==> src/rtl/glu_pkg.sv <==
// ----------------------------------------------------------------------------
// glu_pkg
// Shared widths and status types for the GCD / LCM unit and its divider.
// ----------------------------------------------------------------------------
package glu_pkg;

    // Fixed port widths of the operand and result fields
    localparam int FIELD_W    = 31;
    localparam int DIVISOR_W  = 31;
    localparam int MULTIPLE_W = 62;

    // Status returned by the shared divider
    typedef struct packed {
        logic busy;   // a division is in progress
        logic done;   // quotient and remainder are valid this cycle
    } t_div_stat;

endpackage

==> src/rtl/glu_divider.sv <==
// ----------------------------------------------------------------------------
// glu_divider
// Restoring radix-2 divider: one quotient bit per cycle, shared by the
// Euclid remainder steps and the final LCM quotient.
// ----------------------------------------------------------------------------
module glu_divider
    import glu_pkg::*;
#(
    parameter int WIDTH = 31
) (
    input  logic             i_clk,
    input  logic             i_rst_n,
    input  logic             i_start,
    input  logic [WIDTH-1:0] i_dividend,
    input  logic [WIDTH-1:0] i_divisor,
    output t_div_stat        o_stat,
    output logic [WIDTH-1:0] o_quotient,
    output logic [WIDTH-1:0] o_remainder
);

    localparam int CNT_W = $clog2(WIDTH + 1);

    logic             r_busy;
    logic [CNT_W-1:0] r_cnt;
    logic [WIDTH-1:0] r_rem;
    logic [WIDTH-1:0] r_quo;
    logic [WIDTH-1:0] r_dvs;

    logic [WIDTH:0]   w_shift;
    logic [WIDTH+1:0] w_diff;
    logic             w_ge;
    logic             w_done;

    // Trial subtract of the divisor from the shifted partial remainder
    assign w_shift = {r_rem, r_quo[WIDTH-1]};
    assign w_diff  = {1'b0, w_shift} - {2'b00, r_dvs};
    assign w_ge    = ~w_diff[WIDTH+1];
    assign w_done  = r_busy && (r_cnt == '0);

    // Control: load on start, count down one step per cycle
    always_ff @(posedge i_clk) begin
        if (!i_rst_n) begin
            r_busy <= 1'b0;
            r_cnt  <= '0;
        end else if (i_start) begin
            r_busy <= 1'b1;
            r_cnt  <= CNT_W'(WIDTH);
        end else if (w_done) begin
            r_busy <= 1'b0;
        end else if (r_busy) begin
            r_cnt  <= r_cnt - 1'b1;
        end
    end

    // Datapath: keep or restore the partial remainder, shift in quotient bit
    always_ff @(posedge i_clk) begin
        if (i_start) begin
            r_rem <= '0;
            r_quo <= i_dividend;
            r_dvs <= i_divisor;
        end else if (r_busy && !w_done) begin
            r_rem <= w_ge ? w_diff[WIDTH-1:0] : w_shift[WIDTH-1:0];
            r_quo <= {r_quo[WIDTH-2:0], w_ge};
        end
    end

    assign o_stat.busy  = r_busy;
    assign o_stat.done  = w_done;
    assign o_quotient   = r_quo;
    assign o_remainder  = r_rem;

    // A started division is in progress on the next cycle
    a_start_busy: assert property (@(posedge i_clk) disable iff (!i_rst_n)
        i_start |=> r_busy)
        else $error("divider not busy after start");

    // The remainder is always below the divisor when results are shown
    a_rem_range: assert property (@(posedge i_clk) disable iff (!i_rst_n)
        w_done |-> (r_rem < r_dvs))
        else $error("remainder not below divisor");

    // The sequencer never hands over a zero divisor
    a_dvs_nonzero: assert property (@(posedge i_clk) disable iff (!i_rst_n)
        r_busy |-> (r_dvs != '0))
        else $error("division by zero in progress");

endmodule

==> src/rtl/gcd_lcm_unit_top.sv <==
// ----------------------------------------------------------------------------
// gcd_lcm_unit_top
// GCD by Euclid's remainder iteration and LCM as (larger / GCD) * smaller,
// all divisions on one shared bit-serial divider.
// ----------------------------------------------------------------------------
//  channel  | ports                                  | transfer
//  ---------+----------------------------------------+------------------------
//  operands | i_start, o_busy, i_first_value,        | i_start && !o_busy
//           | i_second_value                         |
//  result   | o_valid, o_divisor, o_multiple         | o_valid, one cycle
//
//  An item with k Euclid remainder steps shows its result once those k divisions
//  and the final LCM quotient division on the shared divider are done; an item
//  whose smaller operand is zero returns on the next cycle.
//  The result strobe comes in the cycle after the last division finishes.
//  Reset is synchronous and active low; nothing is held between items.
//  The receiver cannot stall: each result is shown for exactly one cycle.
// ----------------------------------------------------------------------------
module gcd_lcm_unit_top
    import glu_pkg::*;
#(
    parameter int OPERAND_BITS = 31
) (
    input  logic                  i_clk,
    input  logic                  i_rst_n,
    input  logic                  i_start,
    output logic                  o_busy,
    input  logic [FIELD_W-1:0]    i_first_value,
    input  logic [FIELD_W-1:0]    i_second_value,
    output logic                  o_valid,
    output logic [DIVISOR_W-1:0]  o_divisor,
    output logic [MULTIPLE_W-1:0] o_multiple
);

    localparam int N = OPERAND_BITS;

    localparam logic [1:0] S_IDLE   = 2'd0;
    localparam logic [1:0] S_EUCLID = 2'd1;
    localparam logic [1:0] S_QUOT   = 2'd2;

    logic [1:0]     r_state, n_state;
    logic [N-1:0]   r_hi, n_hi;
    logic [N-1:0]   r_lo, n_lo;
    logic [N-1:0]   r_y, n_y;
    logic [N-1:0]   r_g, n_g;
    logic [2*N-1:0] r_prod, n_prod;
    logic           r_valid, n_valid;

    logic [N-1:0]   w_a, w_b, w_big, w_small;
    logic           w_accept;
    logic           w_div_start;
    logic [N-1:0]   w_div_dividend, w_div_divisor;
    t_div_stat      w_div_stat;
    logic [N-1:0]   w_quo, w_rem;
    logic [2*N-1:0] w_prod;

    // Order the masked operands, larger first
    assign w_a      = i_first_value[N-1:0];
    assign w_b      = i_second_value[N-1:0];
    assign w_big    = (w_a < w_b) ? w_b : w_a;
    assign w_small  = (w_a < w_b) ? w_a : w_b;
    assign w_accept = i_start && (r_state == S_IDLE);

    // LCM product of the final quotient and the smaller operand
    assign w_prod = (2*N)'(w_quo) * (2*N)'(r_lo);

    // Sequencer: issue divisions and collect results
    always_comb begin
        n_state        = r_state;
        n_hi           = r_hi;
        n_lo           = r_lo;
        n_y            = r_y;
        n_g            = r_g;
        n_prod         = r_prod;
        n_valid        = 1'b0;
        w_div_start    = 1'b0;
        w_div_dividend = r_hi;
        w_div_divisor  = r_y;
        unique case (r_state)
            S_IDLE: begin
                if (w_accept) begin
                    n_hi = w_big;
                    n_lo = w_small;
                    n_y  = w_small;
                    if (w_small == '0) begin
                        n_g     = w_big;
                        n_prod  = '0;
                        n_valid = 1'b1;
                    end else begin
                        w_div_start    = 1'b1;
                        w_div_dividend = w_big;
                        w_div_divisor  = w_small;
                        n_state        = S_EUCLID;
                    end
                end
            end
            S_EUCLID: begin
                if (w_div_stat.done) begin
                    w_div_start = 1'b1;
                    if (w_rem == '0) begin
                        // Last divisor is the GCD; divide the larger by it
                        n_g            = r_y;
                        w_div_dividend = r_hi;
                        w_div_divisor  = r_y;
                        n_state        = S_QUOT;
                    end else begin
                        // Advance the pair to (y, x mod y)
                        w_div_dividend = r_y;
                        w_div_divisor  = w_rem;
                        n_y            = w_rem;
                    end
                end
            end
            S_QUOT: begin
                if (w_div_stat.done) begin
                    n_prod  = w_prod;
                    n_valid = 1'b1;
                    n_state = S_IDLE;
                end
            end
            default: begin
                n_state = S_IDLE;
            end
        endcase
    end

    // Control registers
    always_ff @(posedge i_clk) begin
        if (!i_rst_n) begin
            r_state <= S_IDLE;
            r_valid <= 1'b0;
        end else begin
            r_state <= n_state;
            r_valid <= n_valid;
        end
    end

    // Payload registers
    always_ff @(posedge i_clk) begin
        r_hi   <= n_hi;
        r_lo   <= n_lo;
        r_y    <= n_y;
        r_g    <= n_g;
        r_prod <= n_prod;
    end

    glu_divider #(
        .WIDTH       (N)
    ) u_divider (
        .i_clk       (i_clk),
        .i_rst_n     (i_rst_n),
        .i_start     (w_div_start),
        .i_dividend  (w_div_dividend),
        .i_divisor   (w_div_divisor),
        .o_stat      (w_div_stat),
        .o_quotient  (w_quo),
        .o_remainder (w_rem)
    );

    assign o_busy     = (r_state != S_IDLE);
    assign o_valid    = r_valid;
    assign o_divisor  = DIVISOR_W'(r_g);
    assign o_multiple = MULTIPLE_W'(r_prod);

    // Every accepted item is either in progress or answered next cycle
    a_accept_progress: assert property (@(posedge i_clk) disable iff (!i_rst_n)
        w_accept |=> (o_busy || o_valid))
        else $error("accepted item neither in progress nor answered");

    // The result strobe is shown only once the sequencer is back in idle
    a_valid_idle: assert property (@(posedge i_clk) disable iff (!i_rst_n)
        o_valid |-> !o_busy)
        else $error("result shown while still busy");

    // A nonzero LCM always comes with a nonzero GCD
    a_lcm_gcd: assert property (@(posedge i_clk) disable iff (!i_rst_n)
        (o_valid && (o_multiple != '0)) |-> (o_divisor != '0))
        else $error("nonzero multiple with zero divisor");

    // The divider is idle whenever the sequencer is idle
    a_div_idle: assert property (@(posedge i_clk) disable iff (!i_rst_n)
        (r_state == S_IDLE) |-> !w_div_stat.busy)
        else $error("divider running while sequencer idle");

endmodule
==> config.mk <==
export PLATFORM = sky130hd
export DESIGN_NAME = gcd_lcm_unit_top
export DESIGN_NICKNAME = d
export VERILOG_FILES = /design/src/rtl/glu_pkg.sv /design/src/rtl/glu_divider.sv /design/src/rtl/gcd_lcm_unit_top.sv
export SDC_FILE = /design/constraint.sdc
export NUM_CORES = 2
export LEC_CHECK = 0
export BUFFER_PORTS_ARGS = -buffer_cell sky130_fd_sc_hd__clkbuf_2
export CORE_MARGIN = 1.5
export CORE_UTILIZATION = 50
export DETAILED_ROUTE_END_ITERATION = 8
export PLACE_DENSITY = 0.75
export SETUP_SLACK_MARGIN = 0.2
export SYNTH_ARGS = -nofsm -noshare
export SYNTH_HDL_FRONTEND = slang
export SYNTH_HIERARCHICAL = 1
export SYNTH_SLANG_ARGS = --single-unit
==> constraint.sdc <==
create_clock -name i_clk -period 13.87 [get_ports i_clk]
set_input_delay 0.6935 -clock i_clk [delete_from_list [all_inputs] [get_ports i_clk]]
set_output_delay 0.6935 -clock i_clk [all_outputs]
set_load 0.005 [all_outputs]
### Word-level counts from Yosys, hierarchy flattened

Index checks and enable logic that the tools add are counted.

* register bits after elaboration: 288
* latch bits: 0
* memory bits (writable): 0
* memory bits (read-only): 0
* bits of input ports: 65
* word-level logic and storage cells: 90
* memories: 0

* add/subtract/negate cells: 2
* $mul: 1
* divide/modulo/power cells: 0
* magnitude comparators: 1
* equality and inequality tests: 9
* shifts and indexed selects: 0
* mux-type cells: 44
* bitwise logic cells: 1
* reductions and logical operators: 20

Operator list (count)
* two-way mux 31 bit: 18
* case mux 31 bit (2 select lines): 4
* two-way mux 62 bit: 3
* case mux 62 bit (2 select lines): 1
* logical NOT 31 bit: 2
* multiplier 31 x 31 -> 62 bit: 1
* subtractor 32 x 31 -> 33 bit: 1
* less-than comparator 31 bit: 1
* two-way mux 5 bit: 3
* nonzero test 2 bit: 6
* two-way mux 2 bit: 5
* AND reduction 5 bit: 2
* inequality test 2 x 1 -> 1 bit, second input constant: 4
* two-way mux 1 bit: 7
* inequality test 2 bit, second input constant: 3
* case mux 2 bit (3 select lines): 1
* AND reduction 2 bit: 3
* logical NOT 5 bit: 1
* subtractor 5 x 1 -> 5 bit, second input constant: 1
* case mux 1 bit (2 select lines): 2
* AND reduction 4 bit: 1
* logical AND 1 bit: 3
* equality test 2 x 1 -> 1 bit, second input constant: 1
* equality test 2 bit, second input constant: 1
* other kinds (3): 3

### Depth between registers and ports, before layout

* word-level depth: 8
* depth in mapped cells: 29
* depth with buffers taken out: 27

### Hierarchy

Netlist, hierarchy kept.

By module, submodules not included
* gcd_lcm_unit_top: times used 1, cells each 4569, area an instance 42594.6 µm², seq. area each 5645.4 µm²
* glu_divider: times used 1, cells each 548, area an instance 5819.3 µm², seq. area each 2602.5 µm²

### Least setup slack after synthesis

OpenSTA, ideal clock, no wires.

* path type: input port to flip-flop
* start point: input i_second_value[5]
* end point: register r_prod[0] (netlist: o_multiple[0]) (enable)
* setup time: 568 ps
* arrival time: 6824 ps
* required time: 13302 ps
* path slack: 6479 ps
* stages: 11
* buffers on the path: 1
* path through: inv_1 > ha_1 > a21o_1 > a221oi_1 > o21ai_1 > a221oi_1 > o21ai_1 > a21oi_4 > mux2i_1 > clkbuf_1 > o21ai_0

* cells in the longest elaborated chain, start to end: 5

RTL lines
* start, declared: RTL line gcd_lcm_unit_top.sv:29 `input logic [FIELD_W-1:0] i_second_value,`
* less-than comparator 31 bit: RTL line gcd_lcm_unit_top.sv:61 `assign w_small = (w_a < w_b) ? w_a : w_b;`
* two-way mux 31 bit (*): RTL line gcd_lcm_unit_top.sv:61
* logical NOT 31 bit (*): RTL line gcd_lcm_unit_top.sv:85 `if (w_small == '0) begin`
* inequality test 2 x 1 -> 1 bit (no source line) (*)
* AND reduction 4 bit (no source line) (*)
* end signal, assigned: RTL line gcd_lcm_unit_top.sv:144 `r_prod <= n_prod;`
* end, declared: RTL line gcd_lcm_unit_top.sv:46 `logic [2*N-1:0] r_prod, n_prod;`

Mark *: on every way between the ends. The rest lies on a longest branch, timed or not.
A chain may end at the register's enable or synchronous reset.

### Worst setup path after layout

* start point: register u_divider.r_quo[9] (netlist: u_divider/o_quotient[9])
* end point: register r_prod[56] (netlist: o_multiple[56]), data pin

* cells in the longest elaborated chain, start to end: 3

RTL lines
* start, declared: RTL line glu_divider.sv:26 `logic [WIDTH-1:0] r_quo;`
* start signal, assigned: RTL line glu_divider.sv:59 `r_quo <= i_dividend;`
* start signal, assigned: RTL line glu_divider.sv:63 `r_quo <= {r_quo[WIDTH-2:0], w_ge};`
* multiplier 31 x 31 -> 62 bit: RTL line gcd_lcm_unit_top.sv:65 `assign w_prod = (2*N)'(w_quo) * (2*N)'(r_lo);`
* two-way mux 62 bit: RTL line gcd_lcm_unit_top.sv:115 `if (w_div_stat.done) begin`
* case mux 62 bit (2 select lines): RTL line gcd_lcm_unit_top.sv:79 `unique case (r_state)`

Every way passes these cells. The select of a mux whose other input is x is not followed.

==> results_dict.tcl <==
set metrics [dict create \
    outcome "finished, final reports clean" \
    synthCells 5116 \
    path_class "flip-flop to flip-flop" \
    viasPerCell 5.95 \
    setup_viol 0 \
    wl_per_cell_um 22.9 \
    critPathLaunch "u_divider/o_quotient[9]" \
    startpoint_type "flip-flop" \
    holdBufCountCts 0 \
    clockRootBuffer "clkbuf_16" \
    yosysWarnings 6 \
    cp.arrival_ns 9.18 \
    max_freq_mhz 113 \
    dp_hpwl_mm 105 \
    cts_buffers 37 \
    tns_ns 0 \
    finalClockSkew_ns 0.0452 \
    die-height_um 314 \
    avgSynthCellArea_sq_um 9.46 \
    r2r_end "o_multiple[56]" \
    remaining_drc_errors 0 \
    cp_data_required_time_ns 14.22 \
    min_path_type "primary input to flip-flop" \
    min_period_ns 8.82 \
    cap_violations 0 \
    initial_core_util 0.507 \
    cts_resized 0 \
    pin_count 160 \
    dr.first_iter.drc_count 3727 \
    grt_pass1_wl_mm 227 \
    first_pass_iters 8 \
    postRouteWirelength_mm 146 \
    drive_gt1_frac 0.0993 \
    r2r_start "u_divider/o_quotient[9]" \
    min-delay-start "i_rst_n" \
    postRouteAntennaNets 0 \
    post-route-period-util 0.636 \
    die_w_um 314 \
    path_max_fanout 17 \
    hold_violations 0 \
    grt_pass1_vias 39874 \
    antenna_found_initial 10 \
    clk_pin_slew_ns 0.06 \
    postCtsSetupRepairBufs 0 \
    gr-total-overflow 0 \
    die_area_sq_um 98700 \
    worstSkewPairLatency_ns 0.63 \
    cts_max_path_buffers 3 \
    vias 37926 \
    portBuffers 159 \
    synth.cell_area_sq_um 48400 \
    coreArea_sq_um 95400 \
    cts_max_level 2 \
    clock-sinks 288 \
    endpoint_kind "flip-flop" \
    reg2reg_depth 27 \
    slew_viol_final 0 \
    grt_max_degree 75 \
    worst_pin_slew_ns 1.17 \
    track_usage 0.300 \
    synthToLayoutAreaGrowth_pct 6.41 \
    rsz0062_at_grt "false" \
    rows 113 \
    rrSetupSlack_ns 5.05 \
    gp_congestion 0.954 \
    relSlewSlack 0.222 \
    synth_nets 6337 \
    num-nets-final 6300 \
    min_to "u_divider/r_cnt[4]" \
    cts_tree "yes" \
    min_path_cells 2 \
]
## critical path, cell delays in order, from the launching register on
cell and delay [ns]:
edfxtp_1 0.89, buf_4 0.38, nand2_1 0.12, fa_1 0.43, inv_1 0.07, fa_1 0.43, fa_1 0.53, inv_1 0.05
fa_1 0.47, inv_1 0.05, fa_1 0.50, inv_1 0.05, fa_1 0.52, inv_1 0.05, fa_1 0.49, inv_1 0.06
fa_1 0.51, inv_1 0.05, ha_1 0.36, a21oi_1 0.19, o21bai_1 0.08, a22o_1 0.26, o31ai_1 0.75, nand3_1 0.36
a31o_2 0.34, a311oi_1 0.30, xor2_1 0.18, nor2_1 0.06
## layer usage
| layer | share of wire | global-route usage | up-vias |
|---|---|---|---|
| met3 | 0.098 | 0.0621 | 581 |
| met4 | 0.069 | 0.177 | 8 |
| met5 | 0.00087 | 0 | - |
| met2 | 0.46 | 0.481 | 2176 |
| li1 | - | - | 16065 |
| met1 | 0.37 | 0.377 | 19096 |
## how the worst max path moves through the flow
stage | slack [ns] | cells past startpoint | end
floorplan | 6.48 | 11 | o_multiple[0]
global placement | 5.22 | 27 | o_multiple[56]
detailed placement | 5.17 | 27 | o_multiple[56]
CTS | 5.16 | 27 | o_multiple[56]
global route | 4.69 | 25 | o_multiple[56]
finish | 5.05 | 27 | o_multiple[56]
## sequential cells by signal, summed over array words and instances (netlist names)
| name | count |
|---|---|
| r_hi | 31 |
| u_divider/r_busy | 1 |
| o_multiple | 62 |
| r_state | 2 |
| u_divider/o_remainder | 31 |
| u_divider/r_dvs | 31 |
| r_lo | 31 |
| u_divider/o_quotient | 31 |
| o_valid | 1 |
| u_divider/r_cnt | 5 |
| o_divisor | 31 |
| r_y | 31 |
## final cells by class
cell class              count  area, sq um
inverters                 896         3360
clock buffers              50         1030
repair buffers            236         1370
multi-input cells        3620        35700
well taps                1265         1580
flip-flops and latches    288         8250
fillers                  8453        43900
diodes                      5         12.5
clock inverters            17          201
## layout by cell type (no fill, tap or decap), types with 6 or more instances in the layout
cell and n:
a211o_1 7, a211oi_1 33, a21o_1 48, a21oi_1 99, a22oi_1 29, a31oi_1 6, and2_1 506, and3_1 9
buf_4 77, clkbuf_1 7, clkbuf_16 37, clkbuf_2 159, clkbuf_8 6, dfxtp_1 39, edfxtp_1 248, fa_1 838
ha_1 318, inv_1 894, mux2_2 161, mux2i_1 52, nand2_1 708, nand2b_1 13, nand3_1 57, nand3b_1 31
nand4_1 25, nor2_1 176, nor2b_1 13, nor3_1 28, nor4_1 24, o211ai_1 19, o21a_1 44, o21ai_0 80
o21ai_1 8, o21bai_1 15, o311a_1 27, o311ai_1 28, o31ai_1 6, or3_1 31, xnor2_1 49, xor2_1 28
## per-stage QoR
stage          std cells  instance area, sq um  utilization  setup slack (ns)  hold slack [ns]
2_1_floorplan       5116                 48400            -              6.48            0.481
4_1_cts             6372                 51500        0.540              5.16            0.466
3_5_place_dp        6305                 50300        0.527              5.17            0.571
5_1_grt             6376                 51500        0.540              4.69            0.493
3_3_place_gp        6305                 50300        0.527              5.22            0.557
6_report            6377                 51500        0.540              5.05            0.486
Power is not shown: default switching activity piles up to over one toggle a cycle in this logic, so the estimate is an artifact.
